### src/mqbf_pkg.sv
// shared types, codes and defaults for the multi-queue byte fifo
`default_nettype none

package mqbf_pkg;

    localparam int QUEUES_DEFAULT = 4;
    localparam int DEPTH_DEFAULT  = 16;

    localparam logic [1:0] FUNC_PUSH  = 2'd0;
    localparam logic [1:0] FUNC_POP   = 2'd1;
    localparam logic [1:0] FUNC_QUERY = 2'd2;

    typedef struct packed {
        logic [1:0] func;
        logic [1:0] queue_id;
        logic [7:0] data_in;
    } req_t;

    typedef struct packed {
        logic       failed;
        logic [7:0] data_out;
    } rsp_t;

    typedef enum logic [1:0] {
        ST_IDLE,
        ST_EXEC,
        ST_RESP
    } state_t;

    typedef struct packed {
        logic load;
        logic exec;
    } cmd_t;

endpackage

`default_nettype wire

### src/mqbf_ram.sv
// generic single-write, single-read ram with registered read data
`default_nettype none

module mqbf_ram #(
    parameter int WIDTH = 8,
    parameter int WORDS = 64
) (
    input  wire logic                     clk,
    input  wire logic                     we,
    input  wire logic [$clog2(WORDS)-1:0] waddr,
    input  wire logic [WIDTH-1:0]         wdata,
    input  wire logic                     re,
    input  wire logic [$clog2(WORDS)-1:0] raddr,
    output      logic [WIDTH-1:0]         rdata
);

    logic [WIDTH-1:0] mem_reg [WORDS];
    logic [WIDTH-1:0] rdata_reg;

    always_ff @(posedge clk)
    begin
        if (we)
        begin
            mem_reg[waddr] <= wdata;
        end
        if (re)
        begin
            rdata_reg <= mem_reg[raddr];
        end
    end

    assign rdata = rdata_reg;

endmodule

`default_nettype wire

### src/mqbf_ctrl.sv
// sequencer: accept one beat, run it against the queue state, present the result
`default_nettype none

module mqbf_ctrl (
    input  wire logic          clk,
    input  wire logic          rst_n,
    input  wire logic          req_valid,
    output      logic          req_stall,
    output      logic          rsp_valid,
    input  wire logic          rsp_stall,
    output      mqbf_pkg::cmd_t cmd
);

    mqbf_pkg::state_t state_reg;
    mqbf_pkg::state_t state_next;

    always_ff @(posedge clk or negedge rst_n)
    begin
        if (!rst_n)
        begin
            state_reg <= mqbf_pkg::ST_IDLE;
        end
        else
        begin
            state_reg <= state_next;
        end
    end

    always_comb
    begin
        state_next = state_reg;
        unique case (state_reg)
            mqbf_pkg::ST_IDLE:
            begin
                if (req_valid)
                begin
                    state_next = mqbf_pkg::ST_EXEC;
                end
            end
            mqbf_pkg::ST_EXEC:
            begin
                state_next = mqbf_pkg::ST_RESP;
            end
            mqbf_pkg::ST_RESP:
            begin
                if (!rsp_stall)
                begin
                    state_next = mqbf_pkg::ST_IDLE;
                end
            end
            default:
            begin
                state_next = mqbf_pkg::ST_IDLE;
            end
        endcase
    end

    always_comb
    begin
        req_stall = 1'b1;
        rsp_valid = 1'b0;
        cmd.load  = 1'b0;
        cmd.exec  = 1'b0;
        unique case (state_reg)
            mqbf_pkg::ST_IDLE:
            begin
                req_stall = 1'b0;
                cmd.load  = req_valid;
            end
            mqbf_pkg::ST_EXEC:
            begin
                cmd.exec = 1'b1;
            end
            mqbf_pkg::ST_RESP:
            begin
                rsp_valid = 1'b1;
            end
            default:
            begin
                req_stall = 1'b1;
            end
        endcase
    end

endmodule

`default_nettype wire

### src/mqbf_dp.sv
// datapath: latched request, per-queue pointers, byte store and result flags
`default_nettype none

module mqbf_dp #(
    parameter int QUEUES = mqbf_pkg::QUEUES_DEFAULT,
    parameter int DEPTH  = mqbf_pkg::DEPTH_DEFAULT
) (
    input  wire logic           clk,
    input  wire logic           rst_n,
    input  wire mqbf_pkg::cmd_t cmd,
    input  wire mqbf_pkg::req_t req,
    output      mqbf_pkg::rsp_t rsp
);

    localparam int QW    = (QUEUES > 1) ? $clog2(QUEUES) : 1;
    localparam int PW    = $clog2(DEPTH);
    localparam int PW1   = PW + 1;
    localparam int WORDS = QUEUES * DEPTH;
    localparam int AW    = $clog2(WORDS);
    localparam logic [PW:0] DEPTH_W  = PW1'(DEPTH);
    localparam logic [6:0]  QUEUES_W = 7'(QUEUES);

    mqbf_pkg::req_t req_reg;
    logic           failed_reg;
    logic           pop_ok_reg;

    logic [PW-1:0] write_pos_reg [QUEUES];
    logic [PW-1:0] read_pos_reg  [QUEUES];
    logic          wrapped_reg   [QUEUES];

    logic [QW-1:0] qi;
    logic          in_range;
    logic [PW-1:0] wp;
    logic [PW-1:0] rp;
    logic          wr;
    logic          empty;
    logic          full;
    logic          do_push;
    logic          do_pop;
    logic          failed_next;
    logic [PW:0]   wp_inc;
    logic [PW:0]   rp_inc;
    logic [AW-1:0] base;
    logic [AW-1:0] waddr;
    logic [AW-1:0] raddr;
    logic [7:0]    rdata;

    assign qi       = QW'(req_reg.queue_id);
    assign in_range = {5'd0, req_reg.queue_id} < QUEUES_W;
    assign wp       = write_pos_reg[qi];
    assign rp       = read_pos_reg[qi];
    assign wr       = wrapped_reg[qi];
    assign empty    = !wr && (rp == wp);
    assign full     = wr && (rp == wp);
    assign wp_inc   = {1'b0, wp} + 1'b1;
    assign rp_inc   = {1'b0, rp} + 1'b1;

    always_comb
    begin
        do_push     = 1'b0;
        do_pop      = 1'b0;
        failed_next = 1'b0;
        if (!in_range)
        begin
            failed_next = 1'b1;
        end
        else
        begin
            case (req_reg.func)
                mqbf_pkg::FUNC_PUSH:
                begin
                    failed_next = full;
                    do_push     = cmd.exec && !full;
                end
                mqbf_pkg::FUNC_POP:
                begin
                    failed_next = empty;
                    do_pop      = cmd.exec && !empty;
                end
                mqbf_pkg::FUNC_QUERY:
                begin
                    failed_next = empty;
                end
                default:
                begin
                    failed_next = 1'b0;
                end
            endcase
        end
    end

    // queue q owns the slice starting at q * DEPTH
    assign base  = AW'(AW'(qi) * AW'(DEPTH));
    assign waddr = base + AW'(wp);
    assign raddr = base + AW'(rp);

    always_ff @(posedge clk)
    begin
        if (cmd.load)
        begin
            req_reg <= req;
        end
        if (cmd.exec)
        begin
            failed_reg <= failed_next;
            pop_ok_reg <= do_pop;
        end
    end

    always_ff @(posedge clk or negedge rst_n)
    begin
        if (!rst_n)
        begin
            for (int i = 0; i < QUEUES; i++)
            begin
                write_pos_reg[i] <= '0;
                read_pos_reg[i]  <= '0;
                wrapped_reg[i]   <= 1'b0;
            end
        end
        else
        begin
            if (do_push)
            begin
                if (wp_inc == DEPTH_W)
                begin
                    write_pos_reg[qi] <= '0;
                    wrapped_reg[qi]   <= 1'b1;
                end
                else
                begin
                    write_pos_reg[qi] <= wp_inc[PW-1:0];
                end
            end
            if (do_pop)
            begin
                if (rp_inc == DEPTH_W)
                begin
                    read_pos_reg[qi] <= '0;
                    wrapped_reg[qi]  <= 1'b0;
                end
                else
                begin
                    read_pos_reg[qi] <= rp_inc[PW-1:0];
                end
            end
        end
    end

    // a pop only reads slots written since reset, so the store needs no clearing
    mqbf_ram #(
        .WIDTH(8),
        .WORDS(WORDS)
    ) u_store (
        .clk  (clk),
        .we   (do_push),
        .waddr(waddr),
        .wdata(req_reg.data_in),
        .re   (do_pop),
        .raddr(raddr),
        .rdata(rdata)
    );

    assign rsp.failed   = failed_reg;
    assign rsp.data_out = pop_ok_reg ? rdata : 8'd0;

endmodule

`default_nettype wire

### src/multi_queue_byte_fifo.sv
// top level of the multi-queue byte fifo bank
//
//  channel  dir  handshake            beat
//  req      in   req_valid/req_stall  func, queue_id, data_in
//  rsp      out  rsp_valid/rsp_stall  failed, data_out
//
// each request steps through accept, one access to the shared byte store ram
// (its read data is registered), and response, which waits out any rsp stall.
// one request is in flight at a time; req_stall stays high until the
// response beat is taken. reset clears all queue pointers and wrap flags at once.
`default_nettype none

module multi_queue_byte_fifo #(
    parameter int QUEUES = mqbf_pkg::QUEUES_DEFAULT,
    parameter int DEPTH  = mqbf_pkg::DEPTH_DEFAULT
) (
    input  wire logic           clk,
    input  wire logic           rst_n,
    input  wire logic           req_valid,
    output      logic           req_stall,
    input  wire mqbf_pkg::req_t req,
    output      logic           rsp_valid,
    input  wire logic           rsp_stall,
    output      mqbf_pkg::rsp_t rsp
);

    mqbf_pkg::cmd_t cmd;

    mqbf_ctrl u_ctrl (
        .clk      (clk),
        .rst_n    (rst_n),
        .req_valid(req_valid),
        .req_stall(req_stall),
        .rsp_valid(rsp_valid),
        .rsp_stall(rsp_stall),
        .cmd      (cmd)
    );

    mqbf_dp #(
        .QUEUES(QUEUES),
        .DEPTH (DEPTH)
    ) u_dp (
        .clk  (clk),
        .rst_n(rst_n),
        .cmd  (cmd),
        .req  (req),
        .rsp  (rsp)
    );

`ifndef SYNTHESIS
    // the response follows the request beat once the execute state has passed
    a_rsp_latency: assert property (@(posedge clk) disable iff (!rst_n)
        (req_valid && !req_stall) |-> ##2 rsp_valid)
        else $error("response not presented two cycles after request");

    // no new request while a response is pending
    a_one_in_flight: assert property (@(posedge clk) disable iff (!rst_n)
        rsp_valid |-> req_stall)
        else $error("request accepted while response pending");

    // a failed operation never returns data
    a_fail_no_data: assert property (@(posedge clk) disable iff (!rst_n)
        (rsp_valid && rsp.failed) |-> (rsp.data_out == 8'd0))
        else $error("failed response carries data");
`endif

endmodule

`default_nettype wire
### config.mk
export PLATFORM = sky130hd
export DESIGN_NAME = multi_queue_byte_fifo
export DESIGN_NICKNAME = d
export VERILOG_FILES = /design/src/mqbf_pkg.sv /design/src/mqbf_ram.sv /design/src/mqbf_ctrl.sv /design/src/mqbf_dp.sv /design/src/multi_queue_byte_fifo.sv
export SDC_FILE = /design/constraint.sdc
export NUM_CORES = 1
export LEC_CHECK = 0
export ABC_CLOCK_PERIOD_IN_PS = 4500
export BUFFER_PORTS_ARGS = -buffer_cell sky130_fd_sc_hd__buf_2
export CORE_UTILIZATION = 50
export DETAILED_ROUTE_END_ITERATION = 6
export PLACE_DENSITY = 0.76
export SETUP_SLACK_MARGIN = 0.4
export SLEW_MARGIN = 5
export SYNTH_ARGS = -nofsm -noshare
export SYNTH_HDL_FRONTEND = slang
export SYNTH_SLANG_ARGS = --single-unit
export TNS_END_PERCENT = 5
### constraint.sdc
create_clock -name clk -period 4.5 [get_ports clk]
set_clock_uncertainty 0.1 [all_clocks]
set_input_delay 0.45 -clock clk [delete_from_list [all_inputs] [get_ports clk]]
set_output_delay 0.45 -clock clk [all_outputs]
set_load 0.005 [all_outputs]
Word level (Yosys, flattened, before mapping)

Memory sizes are Yosys's and may differ from the RTL's. A register that Yosys moved wholly into a read port is not among the register bits.
Cells that the tools add are included.

Bits in writable memories: 512
Input bits: 16
Output and inout bits: 11
Register bits after elaboration: 52
Word-level logic and storage cells: 87
Memories: 1

Memory list:

| name                 | words | width | read ports | clocked after memory_dff | wr ports | line           | source |
|---|---|---|---|---|---|---|---|
| u_dp.u_store.mem_reg | 64    | 8     | 1          | 1                        | 1        | mqbf_ram.sv:17 | `logic [WIDTH-1:0] mem_reg [WORDS];` |

$add $sub $neg: 4
Eq/ne operators: 9
Multiplexer cells: 34
Bitwise gates (word level): 7
Order comparisons: 2
Reductions and logical operators: 12

Operators with widths:

| kind                                                                  | count |
|---|---|
| 4-bit 2-to-1 mux                                                      | 9 |
| 16-bit AND                                                            | 2 |
| 16-bit bitwise mux                                                    | 2 |
| 16-bit 2-to-1 mux                                                     | 2 |
| 4-bit binary-select mux with 2-bit select                             | 2 |
| 16-bit NOT                                                            | 1 |
| 6-bit by 4-bit adder with 6-bit output                                | 2 |
| 1-bit 2-to-1 mux                                                      | 11 |
| 4-bit by 1-bit adder with 5-bit output, second input constant         | 2 |
| 5-bit equality test, second input constant                            | 2 |
| 4-bit demux with 2-bit select                                         | 1 |
| 8-bit 2-to-1 mux                                                      | 1 |
| 2-bit one-hot mux with 3 select lines                                 | 1 |
| 1-bit logical AND                                                     | 5 |
| 4-bit AND                                                             | 1 |
| 2-bit by 1-bit equality test with 1-bit output, second input constant | 2 |
| 2-bit equality test, second input constant                            | 2 |
| 4-bit equality test                                                   | 1 |
| 2-bit zero test                                                       | 2 |
| 2-bit 2-to-1 mux                                                      | 2 |
| 2-bit inequality test, second input constant                          | 2 |
| 4-bit NOT                                                             | 1 |
| 4-bit OR                                                              | 1 |
| 3-bit >= comparator, second input constant                            | 1 |
| other kinds (8)                                                       | 10 |

Depth between registers and ports, before layout

Word-level depth: 13
Depth in mapped cells: 11
Depth with buffers taken out: 6

By module

Synthesis repeated with hierarchy kept, for this count alone.

Cell total of the unflattened synthesis: 1,117
Area total of the unflattened synthesis: 22,833.1 um^2

By module, submodules not included:

| module    | times used | cells an instance | sequential area each (um^2) | area each (um^2) |
|---|---|---|---|---|
| mqbf_ram  | 1          | 940               | 15,615.0                    | 20,246.9 |
| mqbf_dp   | 1          | 167               | 1,321.3                     | 2,491.1 |
| mqbf_ctrl | 1          | 10                | 50.0                        | 95.1 |

Worst setup path after synthesis

OpenSTA, ideal clock, no wires.

Path type: flip-flop to flip-flop
Start point: register u_dp.req_reg, in the netlist u_dp.qi[0]
End point: memory u_dp.u_store.mem_reg[10][0], enable pin
Library setup time: 370 ps
Arrival: 2,802 ps
Setup slack: 1,227 ps
Clock period less this slack: 3,273 ps
Required time: 4,030 ps
Stages on the path, launching flop included: 10
Path buffers: 3
Path through: edfxtp_1 -> buf_6 -> buf_6 -> mux4_2 -> buf_4 -> xor2_1 -> nor4_4 -> a211oi_1 -> nand2_1 -> nor2_1

Longest elaborated chain between the ends: 11
Elaborated cells on any way between the ends: 18
Classes of those cells: add/sub: 1; eq/ne: 1; mux: 12; bitwise: 1; reduce/logical: 3

Ends and longest elaborated chain:

| item                                                         | line                                        | source |
|---|---|---|
| start: declaration                                           | mqbf_dp.sv:23                               | `mqbf_pkg::req_t req_reg;` |
| start signal: assignment                                     | mqbf_dp.sv:101                              | `req_reg <= req;` |
| 2-bit NOT with 3-bit output (not written as such)            | mqbf_dp.sv:50, mqbf_dp.sv:51, mqbf_dp.sv:52 |  |
| 4-bit binary-select mux with 2-bit select (on tied branches) | mqbf_dp.sv:51, mqbf_dp.sv:50                |  |
| 4-bit 2-to-1 mux (on tied branches) (2 in a row)             | mqbf_dp.sv:51, mqbf_dp.sv:50                |  |
| 4-bit equality test                                          | mqbf_dp.sv:54                               | `assign full = wr && (rp == wp);` |
| 1-bit logical AND                                            | mqbf_dp.sv:54                               |  |
| 1-bit zero test                                              | mqbf_dp.sv:73                               | `do_push = cmd.exec && !full;` |
| 1-bit logical AND                                            | mqbf_dp.sv:73                               |  |
| 1-bit 2-to-1 mux                                             | mqbf_dp.sv:69                               | `case (req_reg.func)` |
| 1-bit 2-to-1 mux                                             | mqbf_ram.sv:22                              | `if (we)` |
| 1-bit 2-to-1 mux (not written as such)                       | mqbf_ram.sv:24                              | `mem_reg[waddr] <= wdata;` |
| end: declaration                                             | mqbf_ram.sv:17                              |  |

Parallel ways exist; a longest one is shown, timed or not. The select of a mux whose other input is x is not followed.

Final worst setup path

Start point: register u_dp.req_reg, in the netlist u_dp.qi[1]
End point: memory u_dp.u_store.mem_reg[34][3], enable pin

Same word-level chain as after synthesis.

==> metrics.txt <==
outcome=finished clean; most crowded layer after global routing=met2; Worst Path Required=about 4.7 ns; initial antenna violation count=0; relative slew slack=about 17%; RSZ-0062 raised after global routing=false; Seq/Total Area, Yosys=roughly three quarters; # Max-Cap Violations=0; NumNets Final=between 1k and 1.5k; Residual DRC=0; Synth Area in Simple Gates=about 3.7%; met1 usage=a little under a third; DRT iter0 DRCs=~1.3k; final hold slack=~0.38 ns; Site Rows=77; post-synth cell types=50; max reg flops=roughly 510; multiplexer share of the synthesized area=between 10% and 20%; final instance area=approximately 0.025 sq mm; actual slew at the worst max-slew pin=~1.2 ns; Initial Util=around half; vias in the first global route=about 11k; startpoint types=register; DR vias/cell=6.15; largest net degree at the start of global routing=approximately 90; Max H-tree Level=2; cts bufs inserted=54; main combinational cell family by area after synthesis=multiplexers; register clock-pin slew on the reported worst setup and hold paths=~0.070 ns; Worst R2R Path Depth=6; complex-gate fraction of the synthesized area=between 4 and 5%; routing usage on met3=slightly above 4%; Post-Syn Area per Cell=19.4 sq um; Top FF cell, synth=edfxtp_1; Skew-Pair Late Insertion Delay=0.61 ns; Routed WL=just under 50000 um; Post-Synthesis Cells=approximately 1.2k; CTS sink cnt=between 500 and 600; Worst Hold Class=reg2reg; Tot GR Track Use=between 20% and 30%; root buffer cell=clkbuf_16; die area=0.0461 sq mm; Cell Area, Synth=between 0.02 and 0.025 sq mm; Worst Path Max Fanout=10; layout cells sized above 1=between 20% and 30%; cell area power density=between 500 and 600 mW/mm^2; global-route wire length before repair=between 70000 and 80000 um; asr flop ratio synth=roughly 6.6%; Worst Setup End Kind=register; via total after detailed routing=11.4k; Peak supply drop=~0.00036 V; post-DP HPWL=29700 um; setup ws final=0.556 ns; Final period util=between 80 and 90%; die width=~210 um; YS warnings=0; height of the die=between 200 and 250 um; number of I/O port buffers=26; WL/cell=about 27 um; fin crit period=between 3 and 4 ns; Placed Area=0.0234 sq mm; critical path class=reg2reg; Hold Vio Cnt, Final=0; Static Leak=roughly 8.0 nW; clock buffer depth=3; WP data arrival=~4.1 ns; Layout area overhead=12.4%; met2 Track Usage GR=between 30% and 40%; RD Place Congestion=between 0.8 and 0.9; Synth Register Bits=around 570; setup TNS=0 ns; DRT Pass-1 Iters=5; I/O Pins=27; hold-critical path depth=1; total gr overflow=0; post-synthesis adder-cell area fraction=less than 1%; Max Clk Rate=~0.25 GHz; Post-Synth XOR/XNOR Area=0.619%; post-route ant nets=0; Post-synth EDFFs=~530; Final Max Slew Viols=0; Syn Nets=about 1.2k; Floorplan Core Area=between 0.04 and 0.05 sq mm; Post-Place Setup Slack=~0.31 ns; Finish-stage setup viols=0; TritonCTS clock tree=built
-- path summary, 6_finish.rpt --
check,startpoint,to,slack [ns]
worst min-delay path,u_dp.write_pos_reg[0],u_dp.write_pos_reg[0],0.38
min in group asynchronous,rst_n,u_dp.write_pos_reg[6],0.43
max in group asynchronous,rst_n,u_dp.write_pos_reg[9],3.31
worst max-delay path,u_dp.qi[1],u_dp.u_store.mem_reg[34][3],0.56
worst min register to register,u_dp.write_pos_reg[0],u_dp.write_pos_reg[0],0.38
worst max register to register,u_dp.qi[1],u_dp.u_store.mem_reg[34][3],0.56
-- cell usage in the layout, fill, tap and decap left out, drive strengths merged, types with 12 or more instances in the layout --
master / netlist / routed
nor3: 19 / 19
nand2: 25 / 25
nor2: 70 / 70
dlygate4sd3: 0 / 15
o221ai: 21 / 21
dfrtp: 38 / 38
mux2i: 76 / 76
nor2b: 12 / 12
mux2: 34 / 34
edfxtp: 534 / 534
a21oi: 12 / 12
a22o: 21 / 21
a211oi: 22 / 22
buf: 46 / 54
clkbuf: 22 / 62
a22oi: 14 / 14
and2: 17 / 17
clkinv: 0 / 23
mux4: 96 / 96
-- stage by stage --
stage	cells	utilization (%)	total power (W)
floorplan	1166	-	0.00761
global placement	1742	52.7	0.00815
detailed placement	1742	52.7	0.00821
CTS	1858	57.2	0.0129
global route	1860	57.2	0.0132
finish	1861	57.3	0.0128
-- cell usage after synthesis (21+ instances only) --
| library cell | instances | area [sq um] |
|---|---|---|
| clkbuf_1 | 22 | 82.6 |
| mux2_2 | 33 | 372 |
| a211oi_1 | 22 | 165 |
| buf_2 | 35 | 175 |
| mux2i_1 | 76 | 761 |
| nor2_1 | 70 | 263 |
| nand2_1 | 25 | 93.8 |
| a22o_1 | 21 | 184 |
| o221ai_1 | 21 | 184 |
| dfrtp_1 | 38 | 951 |
| mux4_2 | 96 | 2160 |
| edfxtp_1 | 534 | 16000 |
-- cell type report --
class                           count  area (sq um)
Antenna cell                        1          2.50
Clock buffer                       62          1400
Clock inverter                     39           438
Fill cell                        3157         19000
Inverter                            7          26.3
Multi-Input combinational cell    519          5310
Sequential cell                   572         17000
Tap cell                          592           741
Timing Repair Buffer               69           528
-- layer usage --
metal,vias to the layer above,part of all wire (%)
met2,612,48
met4,0,2.3
li1,4839,-
met3,82,8.9
met1,5908,40
met5,-,0
-- where the power goes --
part	leakage [nW]	switching, W	internal (W)
sequential	5.32	0.0000689	0.00614
combinational	1.79	0.00118	0.000728
clock	0.897	0.00198	0.00276
-- cells by family (layout without fill, tap and decap cells) --
logic type / after synthesis / count (layout)
AO/OA/AOI/OAI: 120 / 120
XOR/XNOR: 16 / 16
adder cells (fa/ha/maj): 5 / 5
buffers and inverters: 75 / 177
flip-flops: 572 / 572
multiplexers: 206 / 206
other: 0 / 1
AND/OR/NAND/NOR: 172 / 172
-- worst max-delay path, stage by stage (launching register included) --
cell and delay (ns):
edfxtp_1 0.72, mux4_4 0.67, xor2_1 0.32, nor4_4 0.13
a211oi_1 0.56, nand2b_1 0.38, nor2_1 0.69
-- repair_timing --
action | 4_1_cts | 5_1_grt
setup buffers | 0 | 2
resized for setup | 0 | 8
endpoints found under the hold margin | 52 | 0
cloned | 0 | 0
setup endpoints to repair | 104 | 123
hold buffers | 15 | 0
(Power assumes the default switching activity.)
